### src/sv/awo_pkg.sv
// shared types, constants and sine table for the additive oscillator bank
package awo_pkg;

  // bank geometry
  localparam int PARTIALS   = 256;
  localparam int TABLE_SIZE = 512;
  localparam int IDX_W      = (PARTIALS > 1) ? $clog2(PARTIALS) : 1;

  // field widths
  localparam int OP_W   = 2;
  localparam int PIDX_W = 8;
  localparam int AMP_W  = 16;
  localparam int HZ_W   = 14;
  localparam int SMP_W  = 16;

  // phase in 9.16 format, increment fits in 24 bits for any 14-bit frequency
  localparam int PH_W      = 25;
  localparam int PH_FRAC   = 16;
  localparam int INC_W     = 24;
  localparam int TAB_IDX_W = 9;
  localparam logic [PH_W:0]   PH_TURN  = (PH_W+1)'(TABLE_SIZE * (2**PH_FRAC));
  localparam logic [PH_W-1:0] PH_CLAMP = PH_W'((TABLE_SIZE - 1) * (2**PH_FRAC));

  // increment: round(hz * 2^25 / 44100)
  //   = hz * 760 + floor((hz * 38432 + 22050) / 44100), since 2^25 = 760 * 44100 + 38432
  // the remaining quotient comes from a reciprocal multiply, exact below 2^30
  localparam int INC_X_W    = 30;
  localparam int INC_Q_W    = 14;
  localparam int INC_RCP_W  = 31;
  localparam int INC_RCP_SH = 46;
  localparam int INC_PRD_W  = INC_RCP_SH + INC_Q_W;
  localparam logic [9:0]           INC_WHOLE = 10'd760;
  localparam logic [15:0]          INC_FRAC  = 16'd38432;
  localparam logic [INC_X_W-1:0]   INC_ROUND = INC_X_W'(22050);
  localparam logic [INC_RCP_W-1:0] INC_RECIP = INC_RCP_W'(1595663134);

  // products and accumulation
  localparam int PROD_W = 32;
  localparam int ACC_W  = (33 + $clog2(PARTIALS) > 36) ? 33 + $clog2(PARTIALS) : 36;
  localparam logic signed [ACC_W-1:0] ACC_LIM = ACC_W'(64'sd21474836480);

  // sample conversion: (mag * 17 + 6553600) / (2^19 * 25)
  localparam int MAG_W    = 35;
  localparam int X_W      = 39;
  localparam int T_SH     = 19;
  localparam int T_W      = 20;
  localparam int RECIP_W  = 21;
  localparam int RECIP_SH = 25;
  localparam int Q_W      = 15;
  localparam logic [X_W-1:0]     SMP_BIAS = X_W'(6553600);
  localparam logic [RECIP_W-1:0] RECIP25  = RECIP_W'(1342178);

  // operation codes
  localparam logic [OP_W-1:0] OP_TICK     = 2'd0;
  localparam logic [OP_W-1:0] OP_WR_LEFT  = 2'd1;
  localparam logic [OP_W-1:0] OP_WR_RIGHT = 2'd2;

  // configuration register index (address bits above the byte offset)
  localparam int          ADDR_W          = 3;
  localparam logic [0:0]  REG_PLAY_ENABLE = 1'b0;

  typedef struct packed {
    logic [OP_W-1:0]   operation;
    logic [PIDX_W-1:0] partial_index;
    logic [AMP_W-1:0]  amplitude;
    logic [HZ_W-1:0]   frequency_hz;
  } in_req_t;

  typedef struct packed {
    logic signed [SMP_W-1:0] left_sample;
    logic signed [SMP_W-1:0] right_sample;
  } out_rsp_t;

  // one partial as held in a channel memory
  typedef struct packed {
    logic [AMP_W-1:0] amp;
    logic [INC_W-1:0] inc;
    logic [PH_W-1:0]  phase;
  } ent_t;

  // sequencer commands to one channel lane
  typedef struct packed {
    logic             rd;
    logic             tick;
    logic             last;
    logic             cfg_wr;
    logic             clr_wr;
    logic             acc_clr;
    logic [IDX_W-1:0] addr;
  } lane_ctl_t;

  // quarter-wave sine in millionths
  localparam int QUARTER_N = 129;
  localparam int unsigned QUARTER_MICRO [QUARTER_N] = '{
    0, 12268, 24536, 36804, 49042, 61310, 73547, 85785, 97992, 110200,
    122410, 134550, 146700, 158840, 170930, 183010, 195070, 207090, 219090, 231050,
    242950, 254850, 266690, 278500, 290250, 301970, 313660, 325290, 336850, 348390,
    359860, 371280, 382660, 393950, 405210, 416410, 427520, 438600, 449580, 460510,
    471370, 482150, 492860, 503510, 514070, 524570, 534970, 545290, 555540, 565700,
    575780, 585750, 595670, 605470, 615200, 624820, 634370, 643800, 653140, 662380,
    671510, 680570, 689510, 698330, 707060, 715700, 724210, 732600, 740910, 749080,
    757170, 765140, 772980, 780700, 788300, 795810, 803160, 810420, 817540, 824550,
    831420, 838200, 844820, 851320, 857700, 863920, 870060, 876040, 881870, 887600,
    893190, 898620, 903960, 909120, 914150, 919070, 923830, 928470, 932950, 937290,
    941500, 945560, 949490, 953250, 956910, 960390, 963750, 966920, 970000, 972900,
    975650, 978270, 980740, 983060, 985230, 987240, 989140, 990840, 992430, 993870,
    995150, 996280, 997250, 998080, 998750, 999270, 999660, 999880, 999970
  };

  localparam logic [63:0] MICRO_ONE = 64'd1000000;
  localparam logic [63:0] MICRO_HALF = 64'd500000;

  typedef logic [15:0] quarter_tab_t [QUARTER_N];

  // quarter wave rounded to q1.15, built at elaboration
  function automatic quarter_tab_t build_quarter();
    quarter_tab_t tab;
    for (int k = 0; k < QUARTER_N; k++) begin
      tab[k] = 16'((64'(QUARTER_MICRO[k]) * 64'd32768 + MICRO_HALF) / MICRO_ONE);
    end
    return tab;
  endfunction

  localparam quarter_tab_t QUARTER_Q15 = build_quarter();

  // full-wave table entry by mirroring the quarter wave
  function automatic logic signed [SMP_W-1:0] sine_at(input logic [TAB_IDX_W-1:0] j);
    logic [TAB_IDX_W-1:0]    k;
    logic                    neg;
    logic signed [SMP_W-1:0] mag;
    if (j <= 9'd128) begin
      k   = j;
      neg = 1'b0;
    end else if (j <= 9'd256) begin
      k   = 9'd256 - j;
      neg = 1'b0;
    end else if (j <= 9'd384) begin
      k   = j - 9'd256;
      neg = 1'b1;
    end else begin
      k   = 9'd0 - j;
      neg = 1'b1;
    end
    mag = $signed(QUARTER_Q15[k[7:0]]);
    return neg ? -mag : mag;
  endfunction

endpackage

### src/sv/awo_div.sv
// three-stage reciprocal calculation of the phase increment of a written partial
module awo_div (
  input  logic                       clk_i,
  input  logic                       rst_ni,
  input  logic                       start_i,
  input  logic [awo_pkg::HZ_W-1:0]   hz_i,
  output logic                       done_o,
  output logic [awo_pkg::INC_W-1:0]  inc_o
);
  import awo_pkg::*;

  logic                 stg1_q, stg2_q, done_q;
  logic [INC_W-1:0]     base1_q, base2_q, inc_q;
  logic [INC_X_W-1:0]   x1_q;
  logic [INC_Q_W-1:0]   quo2_q;
  logic [INC_PRD_W-1:0] prd;

  // stage valid flags, done is a single-cycle pulse
  always_ff @(posedge clk_i or negedge rst_ni) begin
    if (!rst_ni) begin
      stg1_q <= 1'b0;
      stg2_q <= 1'b0;
      done_q <= 1'b0;
    end else begin
      stg1_q <= start_i;
      stg2_q <= stg1_q;
      done_q <= stg2_q;
    end
  end

  // quotient of the remainder part by 44100
  assign prd = INC_PRD_W'(x1_q) * INC_PRD_W'(INC_RECIP);

  // whole part and remainder term, then reciprocal multiply, then final sum
  always_ff @(posedge clk_i) begin
    if (start_i) begin
      base1_q <= INC_W'(hz_i) * INC_W'(INC_WHOLE);
      x1_q    <= INC_X_W'(hz_i) * INC_X_W'(INC_FRAC) + INC_ROUND;
    end
    if (stg1_q) begin
      base2_q <= base1_q;
      quo2_q  <= prd[INC_RCP_SH +: INC_Q_W];
    end
    if (stg2_q) begin
      inc_q <= base2_q + INC_W'(quo2_q);
    end
  end

  assign done_o = done_q;
  assign inc_o  = inc_q;

endmodule

### config.mk
export PLATFORM = sky130hd
export DESIGN_NAME = awo_div
export DESIGN_NICKNAME = d
export VERILOG_FILES = /design/src/sv/awo_pkg.sv /design/src/sv/awo_div.sv
export SDC_FILE = /design/constraint.sdc
export NUM_CORES = 1
export LEC_CHECK = 0
export ABC_AREA = 1
export BUFFER_PORTS_ARGS = -buffer_cell sky130_fd_sc_hd__buf_2
export CORE_UTILIZATION = 40
export CTS_CLUSTER_SIZE = 20
export DETAILED_ROUTE_END_ITERATION = 16
export GPL_TIMING_DRIVEN = 0
export PLACE_DENSITY_LB_ADDON = 0.05
export SYNTH_ARGS = -nofsm -noshare
export SYNTH_HDL_FRONTEND = slang
export SYNTH_SLANG_ARGS = --single-unit
### constraint.sdc
create_clock -name clk_i -period 17.6 [get_ports clk_i]
set_input_delay 1.76 -clock clk_i [delete_from_list [all_inputs] [get_ports clk_i]]
set_output_delay 1.76 -clock clk_i [all_outputs]
set_load 0.05 [all_outputs]
Word-level counts from Yosys, hierarchy flattened
Index checks and enable logic that the tools add are counted.
Widths: inputs -> output; s select.
- bits in registers: 113
- output and inout port bits: 25
- logic and storage cells: 13
- input bits: 17
- $add $sub $neg: 2
- $mul: 3
- operators by type and width (kind ; count):
    $mul 30x30->59 const B ; 1
    $add 30x15->30 const B ; 1
    $mul 14x11->25 const B ; 1
    $add 24x14->24 ; 1
    $mul 14x7->21 const B ; 1

Logic depth before layout (Yosys ltp)
Gate-level depths: netlist of the first run.
- depth after elaboration: 2
- gate-level depth with buffers: 27
- depth with buffers taken out: 27

Worst setup path after synthesis of the first run
OpenSTA, ideal clock, no wires.
- path kind: register -> register
- from: register x1_q[16]
- to: register quo2_q[10] (data pin)
- data arrival time: 6086 ps
- setup slack: 11261 ps
- library setup time: 253 ps
- stages on the path, launching flop included: 25
- buffers on the path: 0
- period minus slack after synthesis: 6339 ps
- data required time: 17347 ps
- cell sequence: edfxtp_1 > fa_1 > inv_1 > fa_1 > inv_1 > fa_1 > inv_1 > fa_1 > inv_1 > fa_1 > fa_1 > fa_1 > inv_1 > fa_1 > inv_1 > ha_1 > nand2_1 > inv_1 > a21oi_1 > a21boi_0 > nor2_1 > o21ai_0 > nand3_1 > nand2_1 > nand2_1
- cells in the longest elaborated chain, start to end: 1
- ends and longest elaborated chain (item ; RTL line ; source):
    start, declared ; awo_div.sv:14 ; logic [INC_X_W-1:0] x1_q;
    start signal, assigned ; awo_div.sv:38 ; x1_q <= INC_X_W'(hz_i) * INC_X_W'(INC_FRAC) + INC_ROUND;
    $mul 30x30->59 ; awo_div.sv:32 ; assign prd = INC_PRD_W'(x1_q) * INC_PRD_W'(INC_RECIP);
    net prd[56] ; awo_div.sv:16 ; logic [INC_PRD_W-1:0] prd;
    end signal, assigned ; awo_div.sv:42 ; quo2_q <= prd[INC_RCP_SH +: INC_Q_W];
    end, declared ; awo_div.sv:15 ; logic [INC_Q_W-1:0] quo2_q;
The timed path passes the listed nets, and every way through them passes these cells.
A chain may end at the register's enable or synchronous reset.

Worst setup path in the final report of the first run
- from: register x1_q[16]
- to: register quo2_q[6] (data pin)
The elaborated chain is that of the path after synthesis.

==> run_results.csv, run 1 <==
group,metric,value,unit
status,run_status,"complete, no violations",
setup_path,crit_path_end_kind,"flop",
yosys,synth.avg_cell_area,9.33,µm²
routing,vias,16900,
global_route,antenna_found_initial,0,
setup_path,r2r_cells,24,
yosys,synth.distinct_cells,42,
yosys,synth.top_cell.area_share,32.8,%
yosys,synth-seq-cells,107,
yosys,yosys-top-cells-count,"inv_1, ha_1, fa_1",
global_route,grt-ovfl-total,0,
clocking,tritoncts,"yes",
run,cap_violations,0,
global_route,grt_pass1_vias,18700,
setup_path,cp_num_cells,24,
routing,wl_per_cell,19.8,µm
clocking,clk_pin_slew,0.09,ns
clocking,htreeDepth,3,
setup_path,cp_top_family,"adder cells",
floorplan,start_util,40.5,%
floorplan,rows,89,
timing,fin_skew,0.0123,ns
final_layout,syn_to_final_growth,6.26,%
place,io_buffers,41,
setup_path,slowest_stage,"fa_1",
min_path,holdPathStages,0,
timing,period_needed,7.52,ns
yosys,netlist_area,24000,µm²
yosys,yosysTopAreaCell,"fa_1",
yosys,synthCells,2569,
global_route,grt.total_usage,23.5,%
yosys,synth-main-ff-cell,"edfxtp_1",
routing,ant_nets,0,
setup_path,path_cells,"fa_1 > inv_1 > fa_1 > inv_1 > fa_1 > inv_1 > fa_1 > inv_1 > fa_1 > fa_1 > fa_1 > inv_1 > fa_1 > inv_1 > ha_1 > nand2_1 > inv_1 > a21oi_1 > a21boi_0 > o21bai_1 > o21bai_1 > nand3_1 > nand2_1 > nand2_1",
clocking,cts.sinks,107,
clocking,cts_setup_buffers,0,
clocking,numCtsBuffers,9,
routing,drc_errors,0,
clocking,insertion_delay,0.39,ns
floorplan,ios,42,
yosys,synth_area_leaders,"fa_1, ha_1, edfxtp_1",
routing,drtIter0Drc,761,
timing,drv_slew,0,
clocking,cts.repair.resized,0,
clocking,clk_path_buf_depth,2,
final_layout,antenna_cells,0,
final_layout,nets,3477,
yosys,yosysSeqAreaShare,13.3,%
yosys,yosysWarnings,0,
final_layout,regArea,3200,µm²
timing,finalHoldViolCount,0,
timing,rsz0062_at_grt,"false",
setup_path,path_max_fanout,10,
yosys,yosysMostFrequentCell,"inv_1",
floorplan,dieArea,60900,µm²
yosys,synth_edf_count,104,
global_route,grt_start_max_net_pins,47,
setup_path,worst-path-buf-inv,7,
final_layout,nFillCells,5934,
floorplan,core_region_area,59100,µm²
final_layout,final_layout_size_suffix_gt1_share,3.88,%
yosys,async_flop_share,2.80,%
clocking,cts_hold_buf,0,
timing,worstMarginPinSlew,1.10,ns
place,dp_hpwl,60.5,mm
routing,drtPass1Iterations,5,
setup_path,path_class,"flop to flop",
timing,relSlewSlack,26.8,%
timing,setup_viol,0,
min_path,min_path_type,"flop to flop",
setup_path,arrival,7.65,ns
timing,fmax,133,MHz
setup_path,slowest_delay,0.80,ns
floorplan,die_x,247,µm
place,place_congestion,0.946,
global_route,grt_pass1_wl,106,mm
setup_path,required,17.73,ns
timing,finalSetupTns,0,ns
floorplan,dieHeight,247,µm
setup_path,cp_common_cell,"fa_1",
setup_path,worst_setup_path_start_kind,"flop",
timing,fin_crit_sh,42.7,%
routing,wirelength,67.3,mm
yosys,syn_nets,3425,
routing,routed_via_density,4.98,
final_layout,multi_input_area,18100,µm²
clocking,root_buffer,"clkbuf_16",
==> worst reg2reg max path, cell delays in order (launching register included) <==
cell and delay, ns:
edfxtp_1 0.70, fa_1 0.80, inv_1 0.17, fa_1 0.51, inv_1 0.07, fa_1 0.50, inv_1 0.05, fa_1 0.53
inv_1 0.07, fa_1 0.62, fa_1 0.45, fa_1 0.51, inv_1 0.06, fa_1 0.51, inv_1 0.04, ha_1 0.32
nand2_1 0.13, inv_1 0.05, a21oi_1 0.13, a21boi_0 0.36, o21bai_1 0.10, o21bai_1 0.30, nand3_1 0.12, nand2_1 0.09
nand2_1 0.09
==> worst paths after layout <==
path                                start  slack (ns)   endpoint
worst max-delay path             x1_q[16]       10.08  quo2_q[6]
worst min-delay path            quo2_q[0]        0.43   inc_o[0]
worst max register to register   x1_q[16]       10.08  quo2_q[6]
worst min register to register  quo2_q[0]        0.43   inc_o[0]
max in group asynchronous          rst_ni       16.32     stg1_q
min in group asynchronous          rst_ni        1.16     stg1_q
==> layer usage <==
layer  track usage (%)  vias up  part of all wire [%]
li1                  -     8096                     -
met1              29.9     8523                    44
met2              42.8      269                    51
met3              2.21       51                   3.0
met4              5.32        0                   2.0
met5                 0        -                     0
==> flip-flops by register name, indices dropped and copies added (netlist names) <==
signal,flops
done_o,1
x1_q,24
quo2_q,14
inc_o,24
stg2_q,1
stg1_q,1
base2_q,21
base1_q,21
==> cell type report <==
class                           instances  share of cell area [%]
Tap cell                              773                    3.80
Timing Repair Buffer                   41                   0.806
Clock buffer                            9                   0.884
Clock inverter                          7                   0.403
Sequential cell                       107                    12.6
Inverter                              694                    10.2
Buffer                                  2                  0.0590
Multi-Input combinational cell       1766                    71.3
==> metrics by stage <==
stage	area, µm²	hold WS, ns	cells	util, %	setup slack, ns
3_3_place_gp	25100	0.405	3383	42.5	10.04
5_1_grt	25500	0.434	3399	43.1	9.72
6_report	25500	0.427	3399	43.1	10.08
3_5_place_dp	25100	0.408	3383	42.5	10.08
2_1_floorplan	24000	0.400	2569	-	11.26
4_1_cts	25500	0.429	3399	43.1	10.04
==> cells in the final DEF, fill, tap and decap left out, types with 2 or more instances in the layout <==
cell       netlist  routed
o21ai_0         55      55
a21oi_1         98      98
nor4_1           6       6
dfrtp_1          3       2
nor2_4           4       4
a211oi_1         2       2
nand3_2          6       6
xnor2_1         22      22
nand2_2         17      17
buf_2            0      41
nor3_1          24      24
o21a_1           4       4
nand3_1         68      68
and2_1           5       5
inv_8            0       3
a31oi_1          6       6
inv_12           0       2
nor2_2           5       5
nand2_4          2       2
nor2_1         121     121
inv_2            4       4
ha_1           446     446
clkbuf_16        0       9
o31ai_1          2       2
inv_1          690     690
a21o_1          17      17
edfxtp_1       104     104
nand2_1        339     339
o211ai_1         5       5
o21ai_1          3       3
nand3b_1         4       4
nand4_1         16      16
o21bai_1        17      17
xor2_1          69      69
fa_1           393     393
or2_2            2       2
==> logic make-up after synthesis <==
group                    share of synthesized area, %
AO/OA/AOI/OAI                                    5.03
AND/OR/NAND/NOR                                  11.2
flip-flops                                       13.3
buffers and inverters                            10.9
XOR/XNOR                                         3.39
adder cells (fa/ha/maj)                          56.1
Power of run 1 is left out: the tool's default activity adds up to more than one toggle a clock period on the data nets, which glitch-free logic cannot reach.
==> inputs of run 2 (changes only) <==
Settings changed: ABC_AREA 1 to 0.
Clock period 17.6 ns to 7.8 ns, I/O delays scaled along.
==> run 2 against run 1 <==
Synthesized cell count decreased by 21%. Critical path type unchanged. First-iteration DRC count is 29% lower. Clock skew rose by 0.0025 ns. Maximum frequency down 1.2%. Register-to-register slack worse by 9.9 ns. Flip-flop and latch count is the same. Utilization increased by 0.91 points.
==> run_results.csv, run 2 <==
group,metric,value,unit
setup_path,cp_top_family,"adder cells",
yosys,yosysSeqAreaShare,14.3,%
timing,relSlewSlack,24.9,%
yosys,synth.distinct_cells,68,
timing,setup_viol,0,
status,run_status,"complete, no violations",
place,dp_hpwl,51.0,mm
clocking,tritoncts,"yes",
yosys,yosys-top-cells-count,"inv_1, ha_1, fa_1",
timing,fin_skew,0.0147,ns
yosys,yosysMostFrequentCell,"inv_1",
clocking,cts_hold_buf,0,
clocking,cts.sinks,107,
floorplan,ios,42,
yosys,synth-seq-cells,107,
routing,wirelength,58.7,mm
global_route,grt-ovfl-total,0,
final_layout,fin_area,24200,µm²
clocking,clk_path_buf_depth,2,
floorplan,die_x,238,µm
final_layout,final_layout_size_suffix_gt1_share,5.88,%
setup_path,slowest_stage,"fa_1",
routing,vias,14300,
yosys,synthCells,2040,
yosys,syn_nets,2896,
setup_path,arrival,7.71,ns
yosys,synth_area_leaders,"fa_1, ha_1, edfxtp_1",
timing,worstMarginPinSlew,1.13,ns
run,cap_violations,0,
timing,hold_ws,0.189,ns
final_layout,antenna_cells,0,
setup_path,slowest_delay,0.64,ns
clocking,htreeDepth,3,
final_layout,final_common_cell,"inv_1",
global_route,grt_pass1_vias,15400,
yosys,synth_edf_count,104,
timing,period_needed,7.61,ns
place,place_area,23500,µm²
setup_path,path_cells,"fa_1 > xor2_1 > ha_1 > a21o_1 > fa_1 > inv_1 > fa_1 > inv_1 > fa_1 > fa_1 > fa_1 > fa_1 > ha_1 > nand3_1 > o221ai_2 > a21oi_1 > o21ai_0 > nand3_1 > a21oi_1 > o21ai_2 > o2111a_1 > or3_1",
global_route,grt_start_max_net_pins,47,
timing,rsz0062_at_grt,"true",
setup_path,required,7.90,ns
yosys,yosysTopAreaCell,"fa_1",
global_route,grt_pass1_wl,91.0,mm
floorplan,core_region_area,55100,µm²
clocking,numCtsBuffers,9,
routing,routed_via_density,4.94,
floorplan,rows,86,
routing,drc_errors,0,
timing,drv_slew,0,
routing,wl_per_cell,20.3,µm
timing,fmax,131,MHz
yosys,async_flop_share,2.80,%
global_route,antenna_found_initial,1,
floorplan,start_util,40.5,%
global_route,grt.total_usage,21.7,%
yosys,synth-main-ff-cell,"edfxtp_1",
yosys,synth.top_cell.area_share,35.2,%
place,io_buffers,41,
floorplan,dieArea,56800,µm²
routing,drtPass1Iterations,5,
setup_path,crit_path_end_kind,"flop",
setup_path,cp_common_cell,"fa_1",
min_path,min_path_type,"input port to async pin",
setup_path,path_max_fanout,6,
routing,drtIter0Drc,544,
floorplan,dieHeight,238,µm
clocking,clk_pin_slew,0.09,ns
final_layout,nets,2994,
timing,fin_crit_sh,97.6,%
final_layout,syn_to_final_growth,8.49,%
final_layout,layout_common_cells,"inv_1, ha_1, fa_1, edfxtp_1, a21oi_1",
setup_path,worst-path-buf-inv,2,
setup_path,path_class,"flop to flop",
setup_path,reg2reg_slack,0.19,ns
clocking,insertion_delay,0.38,ns
place,place_congestion,0.919,
yosys,yosysWarnings,0,
timing,finalHoldViolCount,0,
timing,setup_ws,0.188,ns
routing,ant_nets,0,
yosys,netlist_area,22300,µm²
setup_path,worst_setup_path_start_kind,"flop",
clocking,root_buffer,"clkbuf_16",
yosys,synth.avg_cell_area,10.9,µm²
place,place_ws,-0.286,ns
[run 2: cell count changes in the layout (fill, tap and decap cells not counted), moves of 27 or more]
cell	change
nand2_1	-301
xor2_1	-27
xnor2_1	+37
inv_1	-150
nand3_1	-45
nor2_1	-70
a21o_1	+31
buf_4	+42
a21oi_1	-28
[run 2: logic make-up (layout without fill, tap and decap cells)]
| group | Yosys count | after routing | synth area share (%) |
|---|---|---|---|
| mux | 2 | 2 | 0.0896 |
| compound gates | 241 | 241 | 7.19 |
| buf+inv | 544 | 647 | 9.14 |
| fa+ha+maj | 839 | 839 | 60.2 |
| simple gates | 206 | 206 | 5.09 |
| flops | 107 | 107 | 14.3 |
| xor+xnor | 101 | 101 | 3.96 |
[run 2: routing by layer]
| layer | part of all wire (%) | global-route usage [%] | wire (µm) | up-vias |
|---|---|---|---|---|
| met1 | 44 | 28.7 | 26100 | 7267 |
| met2 | 50 | 37.9 | 29600 | 180 |
| met3 | 2.5 | 2.11 | 1460 | 48 |
| met5 | 0.022 | 0 | 13 | - |
| li1 | - | - | - | 6777 |
| met4 | 2.7 | 5.87 | 1580 | 2 |
[run 2: final timing paths]
| path | start | to | depth (start not counted) |
|---|---|---|---|
| min | rst_ni | done_o | 1 |
| min in group clk_i | base1_q[15] | base2_q[15] | 0 |
| min reg2reg | base1_q[15] | base2_q[15] | 0 |
| max reg2reg | x1_q[13] | quo2_q[11] | 22 |
| max | x1_q[13] | quo2_q[11] | 22 |
| max in group asynchronous | rst_ni | stg1_q | 1 |
[run 2: timing repair]
action | in CTS | in global routing
setup endpoints to repair | 6 | 6
cloned | 0 | 0
pin swaps | 0 | 2
resized for setup | 1 | 6
buffers inserted | 35 | 11
[run 2: through the flow]
step                setup TNS, ns  cells  util [%]
floorplan                       0   2040         -
global placement            -1.05   2829      42.6
detailed placement         -0.942   2829      42.6
CTS                             0   2880      43.8
global route              -0.0792   2891      44.0
finish                          0   2891      44.0
[run 2: cell type report]
type | instances | area, µm²
fillers | 5355 | 30900
inverters | 540 | 2030
plain buffers | 4 | 15.0
multi-input cells | 1389 | 17100
clock inverters | 7 | 101
repair buffers | 87 | 601
flip-flops and latches | 107 | 3200
clock buffers | 9 | 225
well taps | 748 | 936
Power of run 2 is left out for the same reason.
